<file path="config.mk">
export PLATFORM = sky130hd
export DESIGN_NAME = button_press_ui_controller_flat
export DESIGN_NICKNAME = d
export VERILOG_FILES = /design/src/sv/bpui_pkg.sv /design/src/sv/bpui_in_if.sv /design/src/sv/bpui_out_if.sv /design/src/sv/button_press_ui_controller.sv /design/src/sv/bpui_cfg.sv /design/src/sv/bpui_step.sv /design/src/flat_wrapper.sv
export SDC_FILE = /design/constraint.sdc
export NUM_CORES = 1
export LEC_CHECK = 0
export BUFFER_PORTS_ARGS = -buffer_cell sky130_fd_sc_hd__buf_2
export CORE_ASPECT_RATIO = 0.5
export CORE_UTILIZATION = 23
export CTS_CLUSTER_SIZE = 25
export DETAILED_ROUTE_END_ITERATION = 6
export PLACE_DENSITY = 0.46
export SLEW_MARGIN = 20
export SYNTH_ARGS = -nofsm -noshare
export SYNTH_HDL_FRONTEND = slang
export SYNTH_HIERARCHICAL = 1
export SYNTH_SLANG_ARGS = --single-unit
</file>
<file path="constraint.sdc">
create_clock -name clk -period 9.2 [get_ports clk]
set_input_delay 1.84 -clock clk [delete_from_list [all_inputs] [get_ports clk]]
set_output_delay 1.84 -clock clk [all_outputs]
set_load 0.03 [all_outputs]
</file>
<file path="src/sv/bpui_pkg.sv">
package bpui_pkg;

  // defaults for top-level parameters
  localparam int TIME_BITS_DEF = 32;

  // fixed sizing of the target and mode rings
  localparam int TARGET_COUNT = 4;
  localparam int MODE_TOTAL   = 3;

  // field widths
  localparam int NOW_W  = 32;
  localparam int VOL_W  = 7;
  localparam int STEP_W = 6;
  localparam int MSEC_W = 16;
  localparam int MODE_W = 2;
  localparam int TGT_W  = 2;

  // register port
  localparam int CFG_AW = 5;
  localparam int CFG_DW = 32;

  typedef struct packed {
    logic [MSEC_W-1:0] long_press_time;
    logic [MSEC_W-1:0] mode_repeat_time;
    logic [MSEC_W-1:0] volume_repeat_time;
    logic [MSEC_W-1:0] volume_edge_pause;
    logic [STEP_W-1:0] volume_step_size;
    logic [VOL_W-1:0]  volume_ceiling;
  } cfg_t;

  typedef struct packed {
    logic [NOW_W-1:0]  now_ms;
    logic              pressed;
    logic [VOL_W-1:0]  current_volume;
    logic [MODE_W-1:0] current_mode;
    logic              hotspot_on;
    logic              network_on;
  } in_item_t;

  typedef struct packed {
    logic [TGT_W-1:0]  selected_target;
    logic              target_changed;
    logic              volume_write;
    logic [VOL_W-1:0]  new_volume;
    logic              mode_write;
    logic [MODE_W-1:0] new_mode;
    logic              hotspot_write;
    logic              new_hotspot;
    logic              network_write;
    logic              new_network;
  } out_item_t;

endpackage

</file>
<file path="src/sv/bpui_in_if.sv">
interface bpui_in_if;
  logic                      valid;
  logic                      ready;
  logic [bpui_pkg::NOW_W-1:0]  now_ms;
  logic                      pressed;
  logic [bpui_pkg::VOL_W-1:0]  current_volume;
  logic [bpui_pkg::MODE_W-1:0] current_mode;
  logic                      hotspot_on;
  logic                      network_on;

  modport source (
    output valid, now_ms, pressed, current_volume, current_mode, hotspot_on, network_on,
    input  ready
  );

  modport sink (
    input  valid, now_ms, pressed, current_volume, current_mode, hotspot_on, network_on,
    output ready
  );
endinterface

</file>
<file path="src/sv/bpui_out_if.sv">
interface bpui_out_if;
  logic                      valid;
  logic                      ready;
  logic [bpui_pkg::TGT_W-1:0]  selected_target;
  logic                      target_changed;
  logic                      volume_write;
  logic [bpui_pkg::VOL_W-1:0]  new_volume;
  logic                      mode_write;
  logic [bpui_pkg::MODE_W-1:0] new_mode;
  logic                      hotspot_write;
  logic                      new_hotspot;
  logic                      network_write;
  logic                      new_network;

  modport source (
    output valid, selected_target, target_changed, volume_write, new_volume,
           mode_write, new_mode, hotspot_write, new_hotspot, network_write, new_network,
    input  ready
  );

  modport sink (
    input  valid, selected_target, target_changed, volume_write, new_volume,
           mode_write, new_mode, hotspot_write, new_hotspot, network_write, new_network,
    output ready
  );
endinterface

</file>
<file path="src/sv/button_press_ui_controller.sv">
// An accepted input beat goes into the input register, its result into the result
// register on out_ch. Throughput: one tick per cycle while out_ch is not stalled;
// the whole tick is one pass of compare/add logic between the two registers.
// Reset (rst_n low, synchronous): both stage valids drop, press state returns
// to idle with the mode target selected, registers take their default values.
module button_press_ui_controller #(
  parameter int TIME_BITS = bpui_pkg::TIME_BITS_DEF
) (
  input  logic                         clk,
  input  logic                         rst_n,
  bpui_in_if.sink                      in_ch,
  bpui_out_if.source                   out_ch,
  input  logic                         psel,
  input  logic                         penable,
  input  logic                         pwrite,
  input  logic [bpui_pkg::CFG_AW-1:0]  paddr,
  input  logic [bpui_pkg::CFG_DW-1:0]  pwdata,
  output logic [bpui_pkg::CFG_DW-1:0]  prdata,
  output logic                         pready
);

  bpui_pkg::cfg_t      cfg;
  bpui_pkg::in_item_t  in_item, in_item_r;
  bpui_pkg::out_item_t res, out_item_r;
  logic                in_v_r, out_v_r;
  logic                advance;

  // Register block: timing and ramp settings, to be written between ticks (not enforced here).
  bpui_cfg u_cfg (
    .clk     (clk),
    .rst_n   (rst_n),
    .psel    (psel),
    .penable (penable),
    .pwrite  (pwrite),
    .paddr   (paddr),
    .pwdata  (pwdata),
    .prdata  (prdata),
    .pready  (pready),
    .cfg     (cfg)
  );

  // Stage 1 -> stage 2 move: the tick in the input register is processed
  // when the result register is empty or its beat is being taken now.
  assign advance     = in_v_r && (!out_v_r || out_ch.ready);
  // Input side takes a new beat whenever stage 1 is free or draining,
  // so a waiting result never stalls the input by itself.
  assign in_ch.ready = !in_v_r || advance;

  always_comb begin
    in_item.now_ms         = in_ch.now_ms;
    in_item.pressed        = in_ch.pressed;
    in_item.current_volume = in_ch.current_volume;
    in_item.current_mode   = in_ch.current_mode;
    in_item.hotspot_on     = in_ch.hotspot_on;
    in_item.network_on     = in_ch.network_on;
  end

  // Press tracker: owns target/press/ramp state, updated once per processed
  // tick, so ticks are handled strictly in arrival order.
  bpui_step #(
    .TIME_BITS (TIME_BITS)
  ) u_step (
    .clk   (clk),
    .rst_n (rst_n),
    .fire  (advance),
    .item  (in_item_r),
    .cfg   (cfg),
    .res   (res)
  );

  always_ff @(posedge clk) begin
    if (!rst_n) begin
      in_v_r  <= 1'b0;
      out_v_r <= 1'b0;
    end else begin
      if (in_ch.ready) begin
        in_v_r <= in_ch.valid;
      end
      if (advance) begin
        out_v_r <= 1'b1;
      end else if (out_ch.ready) begin
        out_v_r <= 1'b0;
      end
    end
  end

  // payload registers, no reset
  always_ff @(posedge clk) begin
    if (in_ch.valid && in_ch.ready) begin
      in_item_r <= in_item;
    end
    if (advance) begin
      out_item_r <= res;
    end
  end

  assign out_ch.valid           = out_v_r;
  assign out_ch.selected_target = out_item_r.selected_target;
  assign out_ch.target_changed  = out_item_r.target_changed;
  assign out_ch.volume_write    = out_item_r.volume_write;
  assign out_ch.new_volume      = out_item_r.new_volume;
  assign out_ch.mode_write      = out_item_r.mode_write;
  assign out_ch.new_mode        = out_item_r.new_mode;
  assign out_ch.hotspot_write   = out_item_r.hotspot_write;
  assign out_ch.new_hotspot     = out_item_r.new_hotspot;
  assign out_ch.network_write   = out_item_r.network_write;
  assign out_ch.new_network     = out_item_r.new_network;

endmodule

</file>
<file path="src/sv/bpui_cfg.sv">
module bpui_cfg (
  input  logic                          clk,
  input  logic                          rst_n,
  input  logic                          psel,
  input  logic                          penable,
  input  logic                          pwrite,
  input  logic [bpui_pkg::CFG_AW-1:0]   paddr,
  input  logic [bpui_pkg::CFG_DW-1:0]   pwdata,
  output logic [bpui_pkg::CFG_DW-1:0]   prdata,
  output logic                          pready,
  output bpui_pkg::cfg_t                cfg
);

  typedef enum logic [2:0] {
    REG_LONG_PRESS  = 3'd0,
    REG_MODE_REPEAT = 3'd1,
    REG_VOL_REPEAT  = 3'd2,
    REG_VOL_PAUSE   = 3'd3,
    REG_VOL_STEP    = 3'd4,
    REG_VOL_CEIL    = 3'd5
  } cfg_reg_t;

  bpui_pkg::cfg_t cfg_r;
  cfg_reg_t       idx;
  logic           wr;

  assign pready = 1'b1;
  assign idx    = cfg_reg_t'(paddr[bpui_pkg::CFG_AW-1:2]);
  assign wr     = psel && penable && pwrite && pready;
  assign cfg    = cfg_r;

  always_ff @(posedge clk) begin
    if (!rst_n) begin
      cfg_r.long_press_time    <= 16'd800;
      cfg_r.mode_repeat_time   <= 16'd1200;
      cfg_r.volume_repeat_time <= 16'd100;
      cfg_r.volume_edge_pause  <= 16'd800;
      cfg_r.volume_step_size   <= 6'd2;
      cfg_r.volume_ceiling     <= 7'd100;
    end else if (wr) begin
      unique case (idx)
        REG_LONG_PRESS:  cfg_r.long_press_time    <= pwdata[bpui_pkg::MSEC_W-1:0];
        REG_MODE_REPEAT: cfg_r.mode_repeat_time   <= pwdata[bpui_pkg::MSEC_W-1:0];
        REG_VOL_REPEAT:  cfg_r.volume_repeat_time <= pwdata[bpui_pkg::MSEC_W-1:0];
        REG_VOL_PAUSE:   cfg_r.volume_edge_pause  <= pwdata[bpui_pkg::MSEC_W-1:0];
        REG_VOL_STEP:    cfg_r.volume_step_size   <= pwdata[bpui_pkg::STEP_W-1:0];
        REG_VOL_CEIL:    cfg_r.volume_ceiling     <= pwdata[bpui_pkg::VOL_W-1:0];
        default: ;
      endcase
    end
  end

  always_comb begin
    unique case (idx)
      REG_LONG_PRESS:  prdata = bpui_pkg::CFG_DW'(cfg_r.long_press_time);
      REG_MODE_REPEAT: prdata = bpui_pkg::CFG_DW'(cfg_r.mode_repeat_time);
      REG_VOL_REPEAT:  prdata = bpui_pkg::CFG_DW'(cfg_r.volume_repeat_time);
      REG_VOL_PAUSE:   prdata = bpui_pkg::CFG_DW'(cfg_r.volume_edge_pause);
      REG_VOL_STEP:    prdata = bpui_pkg::CFG_DW'(cfg_r.volume_step_size);
      REG_VOL_CEIL:    prdata = bpui_pkg::CFG_DW'(cfg_r.volume_ceiling);
      default:         prdata = '0;
    endcase
  end

endmodule

</file>
<file path="src/sv/bpui_step.sv">
module bpui_step #(
  parameter int TIME_BITS = bpui_pkg::TIME_BITS_DEF
) (
  input  logic                clk,
  input  logic                rst_n,
  input  logic                fire,
  input  bpui_pkg::in_item_t  item,
  input  bpui_pkg::cfg_t      cfg,
  output bpui_pkg::out_item_t res
);

  typedef enum logic [3:0] {
    PH_UP    = 4'b0001,
    PH_PAUSE = 4'b0010,
    PH_DOWN  = 4'b0100,
    PH_STOP  = 4'b1000
  } phase_t;

  typedef enum logic [bpui_pkg::TGT_W-1:0] {
    TGT_MODE    = 2'd0,
    TGT_VOLUME  = 2'd1,
    TGT_NETWORK = 2'd2,
    TGT_HOTSPOT = 2'd3
  } target_t;

  localparam logic [bpui_pkg::TGT_W-1:0]  TGT_LAST  = bpui_pkg::TGT_W'(bpui_pkg::TARGET_COUNT - 1);
  localparam logic [bpui_pkg::MODE_W-1:0] MODE_CNT  = bpui_pkg::MODE_W'(bpui_pkg::MODE_TOTAL);
  localparam logic [bpui_pkg::MODE_W-1:0] MODE_LAST = bpui_pkg::MODE_W'(bpui_pkg::MODE_TOTAL - 1);

  target_t                target_r, target_nxt;
  logic                   was_r, was_nxt;
  logic                   long_r, long_nxt;
  logic [TIME_BITS-1:0]   start_r, start_nxt;
  logic [TIME_BITS-1:0]   next_r, next_nxt;
  phase_t                 phase_r, phase_nxt;

  logic [TIME_BITS-1:0]   now, start_e, elapsed, since_next;
  logic [TIME_BITS-1:0]   t_mode, t_rep, t_pause;
  logic                   rising, long_e, long_hit, reach, at_ceil, up_top;
  phase_t                 phase_e, ramp_ph, rp_phase;
  logic [TIME_BITS-1:0]   rp_next;
  logic                   rp_vw;
  logic [bpui_pkg::VOL_W-1:0]  rp_vol, vol_dn, step7;
  logic [bpui_pkg::VOL_W:0]    vol_up;
  logic [bpui_pkg::MODE_W-1:0] mode_idx, mode_new;

  always_comb begin
    now        = TIME_BITS'(item.now_ms);
    rising     = item.pressed && !was_r;
    long_e     = rising ? 1'b0 : long_r;
    phase_e    = rising ? PH_STOP : phase_r;
    start_e    = rising ? now : start_r;
    elapsed    = now - start_e;
    long_hit   = !long_e && (elapsed >= TIME_BITS'(cfg.long_press_time));
    since_next = now - next_r;
    reach      = !since_next[TIME_BITS-1];

    t_mode  = now + TIME_BITS'(cfg.mode_repeat_time);
    t_rep   = now + TIME_BITS'(cfg.volume_repeat_time);
    t_pause = now + TIME_BITS'(cfg.volume_edge_pause);

    // out-of-list mode counts as index 0
    mode_idx = (item.current_mode < MODE_CNT) ? item.current_mode : '0;
    mode_new = (mode_idx == MODE_LAST) ? '0 : mode_idx + 2'd1;

    step7   = bpui_pkg::VOL_W'(cfg.volume_step_size);
    vol_up  = {1'b0, item.current_volume} + {1'b0, step7};
    up_top  = vol_up >= {1'b0, cfg.volume_ceiling};
    vol_dn  = (item.current_volume > step7) ? item.current_volume - step7 : '0;
    at_ceil = item.current_volume >= cfg.volume_ceiling;

    // one ramp step; a fresh long press enters at the up phase
    ramp_ph  = long_hit ? PH_UP : phase_e;
    rp_phase = ramp_ph;
    rp_next  = next_r;
    rp_vw    = 1'b0;
    rp_vol   = '0;
    unique case (ramp_ph)
      PH_UP: begin
        rp_vw = 1'b1;
        if (up_top) begin
          rp_vol   = cfg.volume_ceiling;
          rp_phase = PH_PAUSE;
          rp_next  = t_pause;
        end else begin
          rp_vol  = vol_up[bpui_pkg::VOL_W-1:0];
          rp_next = t_rep;
        end
      end
      PH_PAUSE: begin
        rp_phase = PH_DOWN;
        rp_next  = now;
      end
      PH_DOWN: begin
        rp_vw  = 1'b1;
        rp_vol = vol_dn;
        if (vol_dn == '0) begin
          rp_phase = PH_STOP;
        end else begin
          rp_next = t_rep;
        end
      end
      default: ;
    endcase

    target_nxt = target_r;
    was_nxt    = was_r | rising;
    long_nxt   = long_e;
    start_nxt  = start_e;
    next_nxt   = next_r;
    phase_nxt  = phase_e;
    res        = '0;

    if (item.pressed) begin
      if (long_hit) begin
        long_nxt = 1'b1;
        unique case (target_r)
          TGT_MODE: begin
            res.mode_write = 1'b1;
            res.new_mode   = mode_new;
            next_nxt       = t_mode;
          end
          TGT_VOLUME: begin
            if (at_ceil) begin
              phase_nxt = PH_PAUSE;
              next_nxt  = t_pause;
            end else begin
              phase_nxt        = rp_phase;
              next_nxt         = rp_next;
              res.volume_write = rp_vw;
              res.new_volume   = rp_vol;
            end
          end
          TGT_NETWORK: begin
            res.network_write = 1'b1;
            res.new_network   = !item.network_on;
          end
          default: begin
            res.hotspot_write = 1'b1;
            res.new_hotspot   = !item.hotspot_on;
          end
        endcase
      end else if (long_e && reach) begin
        unique case (target_r)
          TGT_MODE: begin
            res.mode_write = 1'b1;
            res.new_mode   = mode_new;
            next_nxt       = t_mode;
          end
          TGT_VOLUME: begin
            phase_nxt        = rp_phase;
            next_nxt         = rp_next;
            res.volume_write = rp_vw;
            res.new_volume   = rp_vol;
          end
          default: ;
        endcase
      end
    end else if (was_r) begin
      if (!long_r) begin
        target_nxt         = (target_r == TGT_LAST) ? TGT_MODE : target_t'(target_r + 2'd1);
        res.target_changed = 1'b1;
      end
      was_nxt   = 1'b0;
      long_nxt  = 1'b0;
      phase_nxt = PH_STOP;
    end

    res.selected_target = target_nxt;
  end

  always_ff @(posedge clk) begin
    if (!rst_n) begin
      target_r <= TGT_MODE;
      was_r    <= 1'b0;
      long_r   <= 1'b0;
      start_r  <= '0;
      next_r   <= '0;
      phase_r  <= PH_STOP;
    end else if (fire) begin
      target_r <= target_nxt;
      was_r    <= was_nxt;
      long_r   <= long_nxt;
      start_r  <= start_nxt;
      next_r   <= next_nxt;
      phase_r  <= phase_nxt;
    end
  end

endmodule

</file>
<file path="src/flat_wrapper.sv">
// flat-port wrapper written by rule: the top's interface ports become plain ports
module button_press_ui_controller_flat 
#(
  parameter int TIME_BITS = bpui_pkg::TIME_BITS_DEF
)
  (clk, rst_n, psel, penable, pwrite, paddr, pwdata, prdata, pready, in_ch_valid, in_ch_now_ms, in_ch_pressed, in_ch_current_volume, in_ch_current_mode, in_ch_hotspot_on, in_ch_network_on, in_ch_ready, out_ch_valid, out_ch_selected_target, out_ch_target_changed, out_ch_volume_write, out_ch_new_volume, out_ch_mode_write, out_ch_new_mode, out_ch_hotspot_write, out_ch_new_hotspot, out_ch_network_write, out_ch_new_network, out_ch_ready);
  bpui_in_if in_ch_i ();
  bpui_out_if out_ch_i ();
  input  logic clk;
  input  logic rst_n;
  input  logic psel;
  input  logic penable;
  input  logic pwrite;
  input  logic [bpui_pkg::CFG_AW-1:0] paddr;
  input  logic [bpui_pkg::CFG_DW-1:0] pwdata;
  output logic [bpui_pkg::CFG_DW-1:0] prdata;
  output logic pready;
  input wire logic [$bits(in_ch_i.valid)-1:0] in_ch_valid;
  input wire logic [$bits(in_ch_i.now_ms)-1:0] in_ch_now_ms;
  input wire logic [$bits(in_ch_i.pressed)-1:0] in_ch_pressed;
  input wire logic [$bits(in_ch_i.current_volume)-1:0] in_ch_current_volume;
  input wire logic [$bits(in_ch_i.current_mode)-1:0] in_ch_current_mode;
  input wire logic [$bits(in_ch_i.hotspot_on)-1:0] in_ch_hotspot_on;
  input wire logic [$bits(in_ch_i.network_on)-1:0] in_ch_network_on;
  output wire logic [$bits(in_ch_i.ready)-1:0] in_ch_ready;
  output wire logic [$bits(out_ch_i.valid)-1:0] out_ch_valid;
  output wire logic [$bits(out_ch_i.selected_target)-1:0] out_ch_selected_target;
  output wire logic [$bits(out_ch_i.target_changed)-1:0] out_ch_target_changed;
  output wire logic [$bits(out_ch_i.volume_write)-1:0] out_ch_volume_write;
  output wire logic [$bits(out_ch_i.new_volume)-1:0] out_ch_new_volume;
  output wire logic [$bits(out_ch_i.mode_write)-1:0] out_ch_mode_write;
  output wire logic [$bits(out_ch_i.new_mode)-1:0] out_ch_new_mode;
  output wire logic [$bits(out_ch_i.hotspot_write)-1:0] out_ch_hotspot_write;
  output wire logic [$bits(out_ch_i.new_hotspot)-1:0] out_ch_new_hotspot;
  output wire logic [$bits(out_ch_i.network_write)-1:0] out_ch_network_write;
  output wire logic [$bits(out_ch_i.new_network)-1:0] out_ch_new_network;
  input wire logic [$bits(out_ch_i.ready)-1:0] out_ch_ready;
  assign in_ch_i.valid = in_ch_valid;
  assign in_ch_i.now_ms = in_ch_now_ms;
  assign in_ch_i.pressed = in_ch_pressed;
  assign in_ch_i.current_volume = in_ch_current_volume;
  assign in_ch_i.current_mode = in_ch_current_mode;
  assign in_ch_i.hotspot_on = in_ch_hotspot_on;
  assign in_ch_i.network_on = in_ch_network_on;
  assign in_ch_ready = in_ch_i.ready;
  assign out_ch_valid = out_ch_i.valid;
  assign out_ch_selected_target = out_ch_i.selected_target;
  assign out_ch_target_changed = out_ch_i.target_changed;
  assign out_ch_volume_write = out_ch_i.volume_write;
  assign out_ch_new_volume = out_ch_i.new_volume;
  assign out_ch_mode_write = out_ch_i.mode_write;
  assign out_ch_new_mode = out_ch_i.new_mode;
  assign out_ch_hotspot_write = out_ch_i.hotspot_write;
  assign out_ch_new_hotspot = out_ch_i.new_hotspot;
  assign out_ch_network_write = out_ch_i.network_write;
  assign out_ch_new_network = out_ch_i.new_network;
  assign out_ch_i.ready = out_ch_ready;
  button_press_ui_controller #(.TIME_BITS(TIME_BITS)) u_core (.clk(clk), .rst_n(rst_n), .in_ch(in_ch_i), .out_ch(out_ch_i), .psel(psel), .penable(penable), .pwrite(pwrite), .paddr(paddr), .pwdata(pwdata), .prdata(prdata), .pready(pready));
endmodule
</file>
### Yosys cells after proc, flatten, opt, wreduce, memory -nomap -nowiden

Index checks and enable logic that the tools add are counted.

* add/subtract/negate cells: 9
* reduce and logical (&&, ||, !) cells: 35
* bitwise logic cells: 4
* muxes and demuxes: 49
* equal/unequal tests: 12
* order comparisons: 5

Operators with widths (count)
* 32-bit two-way mux: 6
* 32-bit case mux with 2 select lines: 2
* 32-bit by 16-bit adder with 32-bit output: 3
* 16-bit case mux with 6 select lines: 1
* 32-bit case mux with 3 select lines: 1
* 32-bit subtractor: 2
* 4-bit two-way mux: 11
* 32-bit by 16-bit greater-or-equal comparator with 1-bit output: 1
* 8-bit two-way mux: 3
* 11-bit two-way mux: 2
* 2-bit two-way mux: 8
* 7-bit two-way mux: 2
* 7-bit case mux with 2 select lines: 1
* 2-bit AND reduction: 7
* 4-bit case mux with 3 select lines: 1
* 1-bit two-way mux: 10
* 7-bit by 6-bit adder with 8-bit output: 1
* 8-bit by 7-bit greater-or-equal comparator with 1-bit output: 1
* 7-bit greater-or-equal comparator: 1
* 7-bit by 6-bit greater-than comparator with 1-bit output: 1
* 1-bit logical AND: 7
* 1-bit zero test: 7
* 7-bit zero test: 1
* 7-bit by 6-bit subtractor with 7-bit output: 1
* other kinds (22): 33

* output and inout bits: 53
* input port bits: 88
* logic and storage cells: 144
* register bits after elaboration: 213

### Depth between registers and ports, before layout

* depth after elaboration: 13
* gate-level depth with buffers: 33
* mapped depth without buffers: 26

### Modules after synthesis

The synthesis kept the hierarchy.

By module, submodules not included
* bpui_step: area an instance 11409.7 um2, instances 1, seq. area each 1441.4 um2, cells each 1588
* bpui_cfg: area an instance 3687.3 um2, instances 1, seq. area each 1541.5 um2, cells each 370
* button_press_ui_controller: area an instance 1965.6 um2, instances 1, seq. area each 1901.8 um2, cells each 71

### Worst setup path after synthesis

OpenSTA, ideal clock, no wires.

* path type: register to register
* start point: register u_core.u_step.was_r
* end point: register u_core.u_step.next_r[26]
* data arrival time: 5.663 ns
* required time: 9.112 ns
* buffers on the path: 6
* clock period less this slack: 5.751 ns
* library setup time: 0.088 ns
* cell stages (with the launch flop): 28
* path slack: 3.449 ns
* path through: dfxtp_1 > buf_2 > and2b_1 > buf_4 > buf_2 > buf_1 > clkbuf_1 > mux2i_1 > ha_1 > nand2_1 > o41ai_1 > nor2_1 > xnor2_1 > ha_1 > o21ai_0 > nor2_1 > a211oi_1 > nand3_1 > nor3_1 > nand4_1 > nor3_1 > a31oi_1 > or3_4 > buf_6 > a2111oi_2 > a211o_1 > a21oi_1 > a311oi_2

* word-level cells in the longest chain between the ends: 12
* elaborated cells between the ends (all ways): 22
* classes of those cells: 1 x add/sub; 1 x order compare; 3 x eq/ne; 10 x mux; 7 x reduce/logical

RTL lines
* start: declaration: line bpui_step.sv:31 `logic was_r, was_nxt;`
* start signal: assignment: line bpui_step.sv:182 `was_r <= was_nxt;`
* 1-bit zero test *: line bpui_step.sv:49 `rising = item.pressed && !was_r;`
* 1-bit logical AND *: line bpui_step.sv:49
* 32-bit two-way mux: line bpui_step.sv:52 `start_e = rising ? now : start_r;`
* 32-bit subtractor: line bpui_step.sv:53 `elapsed = now - start_e;`
* 32-bit by 16-bit greater-or-equal comparator with 1-bit output: line bpui_step.sv:54 `long_hit = !long_e && (elapsed >= TIME_BITS'(cfg.long_press_time));`
* 1-bit logical AND: line bpui_step.sv:54
* 4-bit two-way mux: line bpui_step.sv:73 `ramp_ph = long_hit ? PH_UP : phase_e;`
* 4-bit by 3-bit == test with 1-bit output (tied with other cells): line bpui_step.sv:78 `unique case (ramp_ph)`
* 32-bit case mux with 3 select lines: line bpui_step.sv:78
* 32-bit case mux with 2 select lines or 32-bit two-way mux (tied branches): line bpui_step.sv:144, bpui_step.sv:124
* 32-bit two-way mux or 32-bit case mux with 2 select lines (tied branches): line bpui_step.sv:143, bpui_step.sv:117
* 32-bit two-way mux: line bpui_step.sv:115 `if (long_hit) begin`
* end signal: assignment: line bpui_step.sv:185 `next_r <= next_nxt;`
* end: declaration: line bpui_step.sv:34 `logic [TIME_BITS-1:0] next_r, next_nxt;`

Every way passes the cells marked *; elsewhere a longest branch is shown, timed or not. The select of a mux whose other input is x is not followed.
A chain may end at the register's enable or synchronous reset.

### Worst setup path in the final report

* start point: register u_core.u_step.was_r
* end point: register u_core.u_step.next_r[27]

* word-level cells in the longest chain between the ends: 12
* elaborated cells between the ends (all ways): 22
* classes of those cells: 1 x add/sub; 1 x order compare; 3 x eq/ne; 10 x mux; 7 x reduce/logical

RTL lines
* 1-bit zero test *: line bpui_step.sv:49
* 1-bit logical AND *: line bpui_step.sv:49
* 32-bit two-way mux *: line bpui_step.sv:52
* named net u_core.u_step.start_e[0]: line bpui_step.sv:37 `logic [TIME_BITS-1:0] now, start_e, elapsed, since_next;`
* 32-bit subtractor *: line bpui_step.sv:53
* 32-bit by 16-bit greater-or-equal comparator with 1-bit output *: line bpui_step.sv:54
* 1-bit logical AND *: line bpui_step.sv:54
* 4-bit two-way mux: line bpui_step.sv:73
* 4-bit by 3-bit == test with 1-bit output (tied with other cells): line bpui_step.sv:78
* 32-bit case mux with 3 select lines: line bpui_step.sv:78
* 32-bit case mux with 2 select lines or 32-bit two-way mux (tied branches): line bpui_step.sv:144, bpui_step.sv:124
* 32-bit two-way mux or 32-bit case mux with 2 select lines (tied branches): line bpui_step.sv:143, bpui_step.sv:117
* 32-bit two-way mux: line bpui_step.sv:115

The timed path passes the listed nets; every way through them passes the cells marked *. The select of a mux whose other input is x is not followed.

==> results.py <==
metrics = {
    "synthesis": {
        "synth_top_cell_by_area": "dfxtp_1",
        "postSynthAreaPerCell_sq_um": 8.409,
        "synth_edf_count": 62,
        "ys_seq_elements": 213,
        "synthesis.area_sq_mm": 0.01706,
        "postSynthCellCount": 2029,
        "synthFlopType": "dfxtp_1",
        "async_reset_ff_share_pct": 0,
        "yosys_warnings": 6,
        "yosysTopAreaCellShare_pct": 17.72,
        "synth_cell_type_count": 98,
        "ys_seq_area_share_pct": 28.63,
        "synthTopCellsByArea": "dfxtp_1, edfxtp_1, ha_1",
    },
    "sta": {
        "hold_viol": 0,
        "rsz0062_at_grt": "false",
        "maxSlewViolCount": 0,
        "tightestPinTransition_ps": 1101,
        "period_minus_slack_ps": 7567,
        "final.setup.tns_ps": 0,
        "timing.fmax_mhz": 132.1,
        "relSlewSlack_pct": 26.52,
        "finalCritPeriodShare_pct": 82.25,
        "timing.final.ws_setup_ps": 1633,
        "skew_ps": 29.41,
        "setup-violations-final": 0,
    },
    "clock_tree": {
        "cts_buffers": 27,
        "post-cts-setup-buffers": 0,
        "hold_buffers": 0,
        "ctsResizeCount": 0,
        "h-tree-depth": 1,
        "clock_latency_ps": 570,
        "root_buffer": "clkbuf_16",
        "clk_path_buf_depth": 3,
        "path_clk_slew_ps": 60,
        "cts_tree": "built",
        "clock_sinks": 213,
    },
    "worst_setup_path": {
        "crit_type": "flop to flop",
        "slowest_stage": "and2_2",
        "max_stage_delay_ps": 890,
        "start_kind": "flop",
        "worstPathRequired_ps": 9700,
        "critical_path.n_buffers_inverters": 2,
        "endpoint_kind": "flop",
        "worstPathMaxFanout": 46,
        "cp.arrival_ps": 8070,
        "crit_family": "simple AND/OR/NAND/NOR gates",
    },
    "status": {
        "status": "complete, but fails checks",
        "violations": "design-rule violations",
    },
    "global_route": {
        "grt_pass1_wl_microns": 88180,
        "antenna_found_initial": 1,
        "grt_max_degree": 93,
        "grt-ovfl-total": 0,
        "grt_pass1_vias": 14310,
        "grt_usage_pct": 14.90,
    },
    "power_and_ir_drop": {
        "p_sw_uw": 890.6,
        "power_density_mw_per_mm2": 144.9,
        "peakVddDrop_v": 0.0001046,
        "p_leak_nw": 7.468,
        "sw_frac_of_total_pct": 31.77,
        "p_int_mw": 1.913,
        "combPwrFrac_pct": 22.5,
        "clockPowerShare_pct": 40.0,
        "sequentialPowerShare_pct": 37.5,
    },
    "detailed_routing": {
        "drt_iter0_markers": 1241,
        "vias_per_cell": 4.920,
        "avgRoutedWirePerCell_microns": 18.90,
        "drc": 6,
        "wirelength_microns": 57920,
        "vias": 15080,
        "ant_nets": 0,
        "drtPass1Iterations": 7,
    },
    "place": {
        "dpl_worst_slack_ps": 1714,
        "portBuffers": 105,
        "finalWeightedCongestion": 0.8695,
        "dp_hpwl_microns": 43040,
        "placedCellCount": 3015,
    },
    "floorplanning": {
        "design.core.area_sq_mm": 0.07322,
        "dieArea_sq_mm": 0.07535,
        "ios": 141,
        "placementRows": 70,
        "start_util_pct": 23.30,
        "die_y_microns": 194.6,
        "fp.dieW_microns": 387.2,
    },
    "final_layout": {
        "layout.cells.non_filler": 3064,
        "finalNetCount": 2311,
        "layout-drive-gt1-share_pct": 11.47,
        "syn_to_final_growth_pct": 13.36,
        "fillers": 7953,
        "antennaDiodeCount": 0,
    },
    "worst_hold_path": {
        "hp-class": "flop to flop",
    },
    "job": {
        "maxCapViolCount": 0,
    },
}
power groups by stage:
| stage | registers [mW] | clock network [mW] | logic (mW) |
|---|---|---|---|
| floorplan | 1.05 | 0 | 0.462 |
| global placement | 1.07 | 0 | 0.620 |
| detailed placement | 1.07 | 0 | 0.622 |
| CTS | 1.05 | 1.15 | 0.626 |
| global route | 1.06 | 1.18 | 0.697 |
| finish | 1.05 | 1.12 | 0.630 |
flip-flops by register name, indices dropped and copies added (netlist names), 2 cells and up:
register                       cells
u_core/u_step/target_r             2
u_core/out_ch.new_volume           7
u_core/out_ch.selected_target      2
u_core/out_ch.new_mode             2
u_core/u_step/phase_r              4
u_core/u_step/start_r             32
u_core/u_cfg/cfg                  77
u_core/u_step/next_r              32
u_core/in_item_r                  44
final timing paths:
path / startpoint / end / slack, ps / depth (start not counted)
min: u_core/u_step/start_r[19] / u_core/u_step/start_r[19] / 450 / 2
max reg2reg: u_core/u_step/was_r / u_core/u_step/next_r[27] / 1630 / 26
min reg2reg: u_core/u_step/start_r[19] / u_core/u_step/start_r[19] / 450 / 2
max: u_core/u_step/was_r / u_core/u_step/next_r[27] / 1630 / 26
cells in the mapped netlist (all sizes together), types with 20 or more instances:
cell	instances
clkbuf	70
o21a	21
xnor2	72
nor2	133
mux2i	106
inv	109
xor2	35
dfxtp	151
nor3	22
o221ai	24
ha	146
o21ai	89
nand2b	32
nand2	247
a31oi	21
buf	61
a21oi	155
nand3	44
a21o	51
a211oi	20
edfxtp	62
nor2b	51
logic make-up (layout without fill, tap and decap cells):
logic type,after synthesis,count (layout),synth area share [%]
xor gates and xnor gates,107,107,5.492
and+or+nand+nor,638,638,18.10
muxes,122,122,7.868
adders and majority gates,154,154,11.47
DFF,213,213,28.63
AOI/OAI and AO/OA,552,552,22.11
buffers and inverters,241,289,6.292
other,2,17,0.04401
cell type report:
cell class	instances	area, sq um	area share, %
Inverter	110	412.9	2.135
Clock buffer	35	735.7	3.804
Tap cell	972	1216	6.288
Multi-Input combinational cell	1590	11200	57.91
Clock inverter	14	176.4	0.9121
Sequential cell	213	4885	25.25
Timing Repair Buffer	130	715.7	3.700
stage by stage:
stage | instance area, sq um | total power [mW] | util, % | hold WS (ps)
finish | 19340 | 2.804 | 26.42 | 452.9
global route | 19340 | 2.937 | 26.42 | 471.1
CTS | 19340 | 2.834 | 26.42 | 454.7
detailed placement | 18430 | 1.695 | 25.17 | 447.3
global placement | 18430 | 1.694 | 25.17 | 443.2
floorplan | 17120 | 1.514 | - | 435.7
per-layer routing:
metal  part of all wire (%)  global-route usage (%)
met1                     49                   21.04
met2                     44                   23.80
met3                    4.1                   1.595
met4                    3.0                   4.409
met5                      0                       0
layout by cell type (no fill, tap or decap), types with 43 or more instances in the layout:
| master | Yosys | final |
|---|---|---|
| dfxtp_1 | 151 | 151 |
| a21o_1 | 51 | 51 |
| edfxtp_1 | 62 | 62 |
| mux2i_1 | 106 | 106 |
| ha_1 | 146 | 145 |
| nor2b_1 | 49 | 48 |
| nor2_1 | 130 | 128 |
| inv_1 | 109 | 109 |
| nand2_1 | 246 | 246 |
| buf_2 | 24 | 104 |
| a21oi_1 | 155 | 154 |
| o21ai_0 | 89 | 89 |
| nand3_1 | 43 | 43 |
| xnor2_1 | 72 | 72 |
worst reg2reg max path, stage by stage, from the launching register on:
cell and delay [ps]:
dfxtp_1 530, nand2b_4 440, nand2_1 90, o21ai_0 110
ha_1 330, inv_1 130, ha_1 190, a21oi_1 270
o221ai_1 230, a21oi_1 380, or2_2 200, nand2_1 50
a221oi_1 360, ha_1 210, nand4_1 130, or4_1 560
a21oi_1 270, nor3_1 120, nand4_1 80, nor3_1 90
a31oi_2 440, buf_4 310, or2_1 250, and2_2 890
nand2_1 420, o22a_1 300, nor2_1 100
(Power assumes the default switching activity.)
